## src/rtl/iil_pkg.sv

```systemverilog
// ============================================================================
// iil_pkg: shared types and constants of the indexed insert/remove list
// sizes of the store, request and response layouts, memory port bundle
// ============================================================================
package iil_pkg;

   localparam int CAPACITY  = 256;
   localparam int WORD_BITS = 32;
   localparam int ADDR_BITS = $clog2(CAPACITY);
   localparam int CNT_BITS  = ADDR_BITS + 1;

   // request modes
   localparam logic [2:0] MODE_READ   = 3'd0;
   localparam logic [2:0] MODE_WRITE  = 3'd1;
   localparam logic [2:0] MODE_INSERT = 3'd2;
   localparam logic [2:0] MODE_APPEND = 3'd3;
   localparam logic [2:0] MODE_REMOVE = 3'd4;
   localparam logic [2:0] MODE_SETCNT = 3'd5;

   // response status codes
   localparam logic [1:0] ST_OK    = 2'd0;
   localparam logic [1:0] ST_FULL  = 2'd1;
   localparam logic [1:0] ST_RANGE = 2'd2;

   typedef struct packed {
      logic [2:0]  mode;
      logic [7:0]  index;
      logic        at_tail;
      logic [31:0] data;
      logic [8:0]  new_count;
   } req_type;

   typedef struct packed {
      logic [31:0] value;
      logic [8:0]  count;
      logic [1:0]  status;
   } rsp_type;

   // one write and one read port of the entry store
   typedef struct packed {
      logic                 we;
      logic [ADDR_BITS-1:0] waddr;
      logic [WORD_BITS-1:0] wdata;
      logic                 re;
      logic [ADDR_BITS-1:0] raddr;
   } mem_req_type;

   // finished request handed to the response register
   typedef struct packed {
      logic                 fire;
      logic [WORD_BITS-1:0] value;
      logic [CNT_BITS-1:0]  count;
      logic [1:0]           status;
   } done_type;

endpackage

```

## src/rtl/iil_ctrl.sv

```systemverilog
// ============================================================================
// iil_ctrl: request sequencer
// decodes a request, then walks one address pointer through the store
// ============================================================================
module iil_ctrl
   import iil_pkg::*;
(
   input  logic                 clock,
   input  logic                 reset,
   input  logic                 req_fire,
   input  req_type              req_item,
   input  logic                 out_free,
   input  logic [WORD_BITS-1:0] rdata,
   output logic                 idle,
   output mem_req_type          mem_req,
   output done_type             done
);

   typedef enum logic [6:0] {
      S_IDLE = 7'b0000001,
      S_RD   = 7'b0000010,
      S_SHUP = 7'b0000100,
      S_SHDN = 7'b0001000,
      S_FILL = 7'b0010000,
      S_PUT  = 7'b0100000,
      S_FIN  = 7'b1000000
   } state_type;

   state_type            state_ff, state_in;
   logic [2:0]           op_ff, op_in;
   logic [CNT_BITS-1:0]  pos_ff, pos_in;
   logic [WORD_BITS-1:0] data_ff, data_in;
   logic [CNT_BITS-1:0]  cnt_ff, cnt_in;
   logic [CNT_BITS-1:0]  ncnt_ff, ncnt_in;
   logic [1:0]           status_ff, status_in;
   logic [WORD_BITS-1:0] value_ff, value_in;
   logic [CNT_BITS-1:0]  addr_ff, addr_in;
   logic [CNT_BITS-1:0]  wr_ff, wr_in;
   logic [CNT_BITS-1:0]  last_ff, last_in;

   // shared pointer unit: one step and one end compare
   logic                 step_up;
   logic [CNT_BITS-1:0]  addr_step;
   logic                 at_last;

   // decode helpers
   logic [CNT_BITS-1:0]  idx9;
   logic [CNT_BITS-1:0]  ins_pos;
   logic [CNT_BITS-1:0]  ins_max;
   logic [CNT_BITS:0]    ins_ncnt;
   logic [CNT_BITS-1:0]  rem_pos;
   logic [CNT_BITS-1:0]  rem_next;

   assign step_up   = (state_ff == S_SHDN) || (state_ff == S_FILL);
   assign addr_step = step_up ? addr_ff + CNT_BITS'(1) : addr_ff - CNT_BITS'(1);
   assign at_last   = (addr_ff == last_ff);

   assign idx9     = {1'b0, req_item.index};
   assign ins_pos  = req_item.at_tail ? cnt_ff : idx9;
   assign ins_max  = (ins_pos > cnt_ff) ? ins_pos : cnt_ff;
   assign ins_ncnt = {1'b0, ins_max} + (CNT_BITS+1)'(1);
   assign rem_pos  = req_item.at_tail ? cnt_ff - CNT_BITS'(1) : idx9;
   assign rem_next = rem_pos + CNT_BITS'(1);

   always_comb begin
      state_in  = state_ff;
      op_in     = op_ff;
      pos_in    = pos_ff;
      data_in   = data_ff;
      cnt_in    = cnt_ff;
      ncnt_in   = ncnt_ff;
      status_in = status_ff;
      value_in  = value_ff;
      addr_in   = addr_ff;
      wr_in     = wr_ff;
      last_in   = last_ff;
      mem_req   = '0;
      done      = '0;

      case (state_ff)
         S_IDLE: begin
            if (req_fire) begin
               op_in     = req_item.mode;
               data_in   = req_item.data[WORD_BITS-1:0];
               status_in = ST_OK;
               value_in  = '0;
               ncnt_in   = cnt_ff;
               state_in  = S_FIN;
               case (req_item.mode)
                  MODE_READ, MODE_WRITE: begin
                     if (idx9 < cnt_ff) begin
                        mem_req.re    = 1'b1;
                        mem_req.raddr = req_item.index[ADDR_BITS-1:0];
                        pos_in        = idx9;
                        state_in      = S_RD;
                     end else begin
                        status_in = ST_RANGE;
                     end
                  end
                  MODE_INSERT: begin
                     if (ins_ncnt > (CNT_BITS+1)'(CAPACITY)) begin
                        status_in = ST_FULL;
                     end else begin
                        ncnt_in = ins_ncnt[CNT_BITS-1:0];
                        pos_in  = ins_pos;
                        if (ins_pos < cnt_ff) begin
                           mem_req.re    = 1'b1;
                           mem_req.raddr = ADDR_BITS'(cnt_ff - CNT_BITS'(1));
                           addr_in       = cnt_ff - CNT_BITS'(1);
                           wr_in         = cnt_ff;
                           last_in       = ins_pos;
                           state_in      = S_SHUP;
                        end else if (ins_pos > cnt_ff) begin
                           addr_in  = cnt_ff;
                           last_in  = ins_pos - CNT_BITS'(1);
                           state_in = S_FILL;
                        end else begin
                           state_in = S_PUT;
                        end
                     end
                  end
                  MODE_APPEND: begin
                     if (cnt_ff >= CNT_BITS'(CAPACITY)) begin
                        status_in = ST_FULL;
                     end else begin
                        pos_in   = cnt_ff;
                        ncnt_in  = cnt_ff + CNT_BITS'(1);
                        state_in = S_PUT;
                     end
                  end
                  MODE_REMOVE: begin
                     if ((cnt_ff == '0) || (rem_pos >= cnt_ff)) begin
                        status_in = ST_RANGE;
                     end else begin
                        ncnt_in = cnt_ff - CNT_BITS'(1);
                        if (rem_next < cnt_ff) begin
                           mem_req.re    = 1'b1;
                           mem_req.raddr = rem_next[ADDR_BITS-1:0];
                           addr_in       = rem_next;
                           wr_in         = rem_pos;
                           last_in       = cnt_ff - CNT_BITS'(1);
                           state_in      = S_SHDN;
                        end
                     end
                  end
                  MODE_SETCNT: begin
                     if (req_item.new_count > CNT_BITS'(CAPACITY)) begin
                        status_in = ST_FULL;
                     end else begin
                        ncnt_in = req_item.new_count;
                        if (req_item.new_count > cnt_ff) begin
                           addr_in  = cnt_ff;
                           last_in  = req_item.new_count - CNT_BITS'(1);
                           state_in = S_FILL;
                        end
                     end
                  end
                  default: begin
                     state_in = S_FIN;
                  end
               endcase
            end
         end
         S_RD: begin
            value_in = rdata;
            if (op_ff == MODE_WRITE) begin
               mem_req.we    = 1'b1;
               mem_req.waddr = pos_ff[ADDR_BITS-1:0];
               mem_req.wdata = data_ff;
            end
            state_in = S_FIN;
         end
         S_SHUP: begin
            mem_req.we    = 1'b1;
            mem_req.waddr = wr_ff[ADDR_BITS-1:0];
            mem_req.wdata = rdata;
            wr_in         = addr_ff;
            if (at_last) begin
               state_in = S_PUT;
            end else begin
               mem_req.re    = 1'b1;
               mem_req.raddr = addr_step[ADDR_BITS-1:0];
               addr_in       = addr_step;
            end
         end
         S_SHDN: begin
            mem_req.we    = 1'b1;
            mem_req.waddr = wr_ff[ADDR_BITS-1:0];
            mem_req.wdata = rdata;
            wr_in         = addr_ff;
            if (at_last) begin
               state_in = S_FIN;
            end else begin
               mem_req.re    = 1'b1;
               mem_req.raddr = addr_step[ADDR_BITS-1:0];
               addr_in       = addr_step;
            end
         end
         S_FILL: begin
            mem_req.we    = 1'b1;
            mem_req.waddr = addr_ff[ADDR_BITS-1:0];
            mem_req.wdata = '0;
            if (at_last) begin
               state_in = (op_ff == MODE_INSERT) ? S_PUT : S_FIN;
            end else begin
               addr_in = addr_step;
            end
         end
         S_PUT: begin
            mem_req.we    = 1'b1;
            mem_req.waddr = pos_ff[ADDR_BITS-1:0];
            mem_req.wdata = data_ff;
            state_in      = S_FIN;
         end
         S_FIN: begin
            if (out_free) begin
               done.fire = 1'b1;
               cnt_in    = ncnt_ff;
               state_in  = S_IDLE;
            end
         end
         default: begin
            state_in = S_IDLE;
         end
      endcase

      done.value  = value_ff;
      done.count  = ncnt_ff;
      done.status = status_ff;
   end

   always_ff @(posedge clock) begin
      if (reset) begin
         state_ff <= S_IDLE;
         cnt_ff   <= '0;
      end else begin
         state_ff <= state_in;
         cnt_ff   <= cnt_in;
      end
   end

   always_ff @(posedge clock) begin
      op_ff     <= op_in;
      pos_ff    <= pos_in;
      data_ff   <= data_in;
      ncnt_ff   <= ncnt_in;
      status_ff <= status_in;
      value_ff  <= value_in;
      addr_ff   <= addr_in;
      wr_ff     <= wr_in;
      last_ff   <= last_in;
   end

   assign idle = (state_ff == S_IDLE);

endmodule

```

## config.mk

```make
export PLATFORM = sky130hd
export DESIGN_NAME = iil_ctrl
export DESIGN_NICKNAME = d
export VERILOG_FILES = /design/src/rtl/iil_pkg.sv /design/src/rtl/iil_ctrl.sv
export SDC_FILE = /design/constraint.sdc
export NUM_CORES = 1
export LEC_CHECK = 0
export BUFFER_PORTS_ARGS = -buffer_cell sky130_fd_sc_hd__buf_2
export CELL_PAD_IN_SITES_DETAIL_PLACEMENT = 1
export CELL_PAD_IN_SITES_GLOBAL_PLACEMENT = 1
export CORE_MARGIN = 8
export CORE_UTILIZATION = 43
export CTS_CLUSTER_SIZE = 24
export DETAILED_ROUTE_END_ITERATION = 6
export PLACE_DENSITY_LB_ADDON = 0.1
export SKIP_LAST_GASP = 1
export SLEW_MARGIN = 40
export SYNTH_ARGS = -nofsm -noshare
export SYNTH_HDL_FRONTEND = slang
export SYNTH_SLANG_ARGS = --single-unit
```

## constraint.sdc

```tcl
create_clock -name clock -period 9.4 [get_ports clock]
set_clock_uncertainty 0.2 [all_clocks]
set_input_delay 0.94 -clock clock [delete_from_list [all_inputs] [get_ports clock]]
set_output_delay 0.94 -clock clock [all_outputs]
set_load 0.005 [all_outputs]
```

==> metrics.md <==
| Metric | Value |
|---|---|
| Vias post-DR | `9383` |
| Pin count of the biggest net entering global routing | `62` |
| Largest stage delay, worst path | `approximately 0.59 ns` |
| CTS tree | `done` |
| Placed inst area | `0.01080 mm²` |
| Fillers | `~2.6k` |
| Row count | `54` |
| Synth unique cells | `76` |
| Global-route wire length before repair | `57080 µm` |
| Crit-path slowest cell | `buf_2` |
| Syn avg cell area | `between 9 and 10 µm²` |
| Internal Power | `1233 µW` |
| Die area | `0.02715 mm²` |
| Vias per cell | `approximately 6.3` |
| NetSw | `around 580 µW` |
| Ys async rst share | `0` |
| Pwr Total | `between 1500 and 2000 µW` |
| Sequential power share | `0.392` |
| Initial antenna violation count | `2` |
| Hold Crit Depth | `2` |
| Netlist Area Pre-Place | `0.009519 mm²` |
| Nature of the critical path endpoint | `output port` |
| Hold_buf cts | `0` |
| Synthesized Nets | `1187` |
| Synth top area share | `0.3533` |
| Residual DRC | `0` |
| Measured slew at the worst slew-check pin | `slightly above 0.8 ns` |
| H-tree depth | `4` |
| Switch share | `0.3198` |
| Synth top area cells | `edfxtp_1 35%, ha_1 7.8%, xnor2_1 4.7%` |
| DR pass1 iterations | `6` |
| Status | `complete, no violations` |
| Crit. path cell count | `20` |
| Final hold vios | `0` |
| Worst-path cell chain | `buf_2, mux2i_1, clkinv_1, ha_1, a211o_1, o211a_1, nor3_1, nor2_2, a21oi_1, ha_1, nand4b_1, a21o_1, a211o_1, mux2_4, mux2_4, a21oi_2, nor2_1, a222oi_1, o22ai_1, buf_2` |
| Primary FF master, synth | `edfxtp_1` |
| Synth Register Bits | `about 130` |
| CP required | `around 8.3 ns` |
| Final setup viols | `0` |
| Worst-Skew Late Latency | `0.42 ns` |
| Vias in the first global route | `approximately 9.6k` |
| RSZ-0062 raised after global routing | `no` |
| I/O Pins | `approximately 180` |
| Worst min path class | `reg -> reg` |
| Slew margin rel. | `0.4620` |
| Nets | `around 1.3k` |
| Clock buffer depth | `2` |
| Logic pwr share | `0.237` |
| Worst Path Buf+Inv | `3` |
| Max Cap Violations | `0` |
| Worst-path clk slew | `about 0.06 ns` |
| Wire per inst | `about 26 µm` |
| Synth area leader | `edfxtp_1` |
| 1st-iter DRT viols | `approximately 960` |
| Max frequency | `120.4 MHz` |
| Layout Area Growth over Synthesis | `19.85%` |
| GR Overflow Total | `0` |
| Yosys warning count | `0` |
| DP HPWL | `28760 µm` |
| Fin Setup TNS | `0 ns` |
| Post-synth EDFFs | `around 110` |
| Seq/Total Area, Yosys | `0.3870` |
| Slew Viols, Final | `0` |
| # Post-CTS Setup Buffers | `0` |
| GP Congestion | `approximately 0.94` |
| Final Routed Wirelength | `between 30000 and 40000 µm` |
| Final core occ | `0.5244` |
| Root buffer cell | `clkbuf_16` |
| Die width | `164.8 µm` |
| Element type at the critical path start | `input pin` |
| Tot GR Track Use | `0.2767` |
| Worst Path Arrival | `between 7 and 8 ns` |
| Die Ht | `164.8 µm` |
| CTS resizes | `0` |
| IO Port Bufs | `183` |
| Total CTS buffers | `17` |
| Final instance area | `~0.011 mm²` |
| Peak supply drop | `roughly 110 µV` |
| Top delay family on crit path | `compound AO/OA/AOI/OAI gates` |
| Worst Reg-to-Reg Cells | `19` |
| CORE AREA | `between 0.02 and 0.025 mm²` |
| Initial Utilization | `0.4375` |
| Syn Inst Count | `~1.0k` |
| Clock power frac | `0.371` |
| Crit path kind | `in -> out` |
| Final min period | `slightly above 8 ns` |
| Fin crit share | `0.8834` |
| Proportion of layout cells with a drive suffix above 1 | `0.2325` |
| Clock sink total | `~130` |
| DRT antenna net count | `0` |
| CP Max Fanout | `41` |
| Power Density | `158.9 mW/mm²` |
| Lkg Pwr | `around 0.0047 µW` |
-- per-layer routing --
metal	global-route usage	vias up	routed length, µm
li1	-	4223	-
met5	0	-	0
met3	0.06082	104	3361
met1	0.3497	4575	15300
met2	0.4501	481	18060
met4	0.1159	0	1457
-- worst paths after layout --
check                from    endpoint  slack (ns)
max          req_item[41]  mem_req[0]        1.10
min            ncnt_ff[7]   cnt_ff[7]        0.34
max reg2reg     cnt_ff[0]  addr_ff[6]        2.47
min reg2reg    ncnt_ff[7]   cnt_ff[7]        0.34
-- Yosys cell counts, types with 8 or more instances --
cell	instances
nor2_1	80
xor2_1	12
o221ai_1	9
nor3_1	23
edfxtp_1	112
clkbuf_1	47
nand3_1	37
ha_1	59
a21o_1	9
a22o_1	37
a31oi_1	13
o21ai_0	56
nand2_1	93
nand4_1	8
inv_1	39
mux2_2	8
buf_2	11
xnor2_1	51
o211ai_1	14
dfxtp_1	16
and3_1	39
a222oi_1	10
nor4_1	9
nor2b_1	16
mux2i_1	19
a21oi_1	79
-- logic make-up after synthesis --
logic type	after synthesis	synth area share
compound gates	301	0.2183
buf+inv	112	0.04692
mux	29	0.03260
xor+xnor	63	0.05797
flops	128	0.3870
fa+ha+maj	60	0.07965
simple gates	345	0.1776
-- layout make-up --
cell class	instances	area, µm²	share of cell area
Clock buffer	17	425.4	0.03729
Timing Repair Buffer	211	1146	0.1005
Multi-Input combinational cell	798	5463	0.4788
Clock inverter	15	170.2	0.01492
Antenna cell	2	5.005	0.0004387
Tap cell	280	350.3	0.03071
Inverter	44	165.2	0.01448
Sequential cell	128	3684	0.3229
-- worst register-to-register path, stage by stage, from the launching register on --
cell	delay, ns
dfxtp_1	0.30
buf_4	0.23
inv_1	0.34
ha_1	0.49
nand2_1	0.27
nor3_2	0.58
xnor2_1	0.37
a21oi_1	0.67
nor3_1	0.17
xor2_1	0.31
ha_1	0.30
o21a_1	0.10
o21ai_0	0.17
a31o_2	0.13
nor2b_1	0.37
and3_1	0.63
nor3_1	0.14
nor3_1	0.20
buf_4	0.22
or2_1	0.38
-- power by group through the flow --
stage | clock network (µW) | registers, µW | logic (µW)
after floorplan | 0 | 722 | 245
after global placement | 0 | 719 | 407
after detailed placement | 0 | 723 | 419
after CTS | 681 | 712 | 424
after global routing | 705 | 716 | 465
final | 672 | 711 | 430
-- per-stage QoR --
stage	hold slack (ns)	instances	setup WS, ns
global placement	0.3146	1460	1.463
floorplan	0.3233	1038	2.517
global route	0.3745	1495	0.6360
finish	0.3393	1495	1.096
detailed placement	0.3213	1461	1.193
CTS	0.3471	1493	1.179
-- flip-flops by register name (all words and copies together) (netlist names), 7 cells and up --
signal and cells:
addr_ff 9, cnt_ff 9, data_ff 32, last_ff 9, ncnt_ff 9, pos_ff 8, state_ff 7, value_ff 32
wr_ff 8
-- cells in the final DEF, fill, tap and decap left out, drive strengths merged, types with 37 or more instances in the layout --
master / netlist / layout
buf: 20 / 211
edfxtp: 112 / 112
nand2: 93 / 93
a21oi: 82 / 82
nor2: 80 / 80
ha: 59 / 59
o21ai: 57 / 57
xnor2: 51 / 51
inv: 39 / 47
and3: 39 / 39
a22o: 37 / 37
nand3: 37 / 37
No activity file was read; power rests on OpenSTA's default activity.
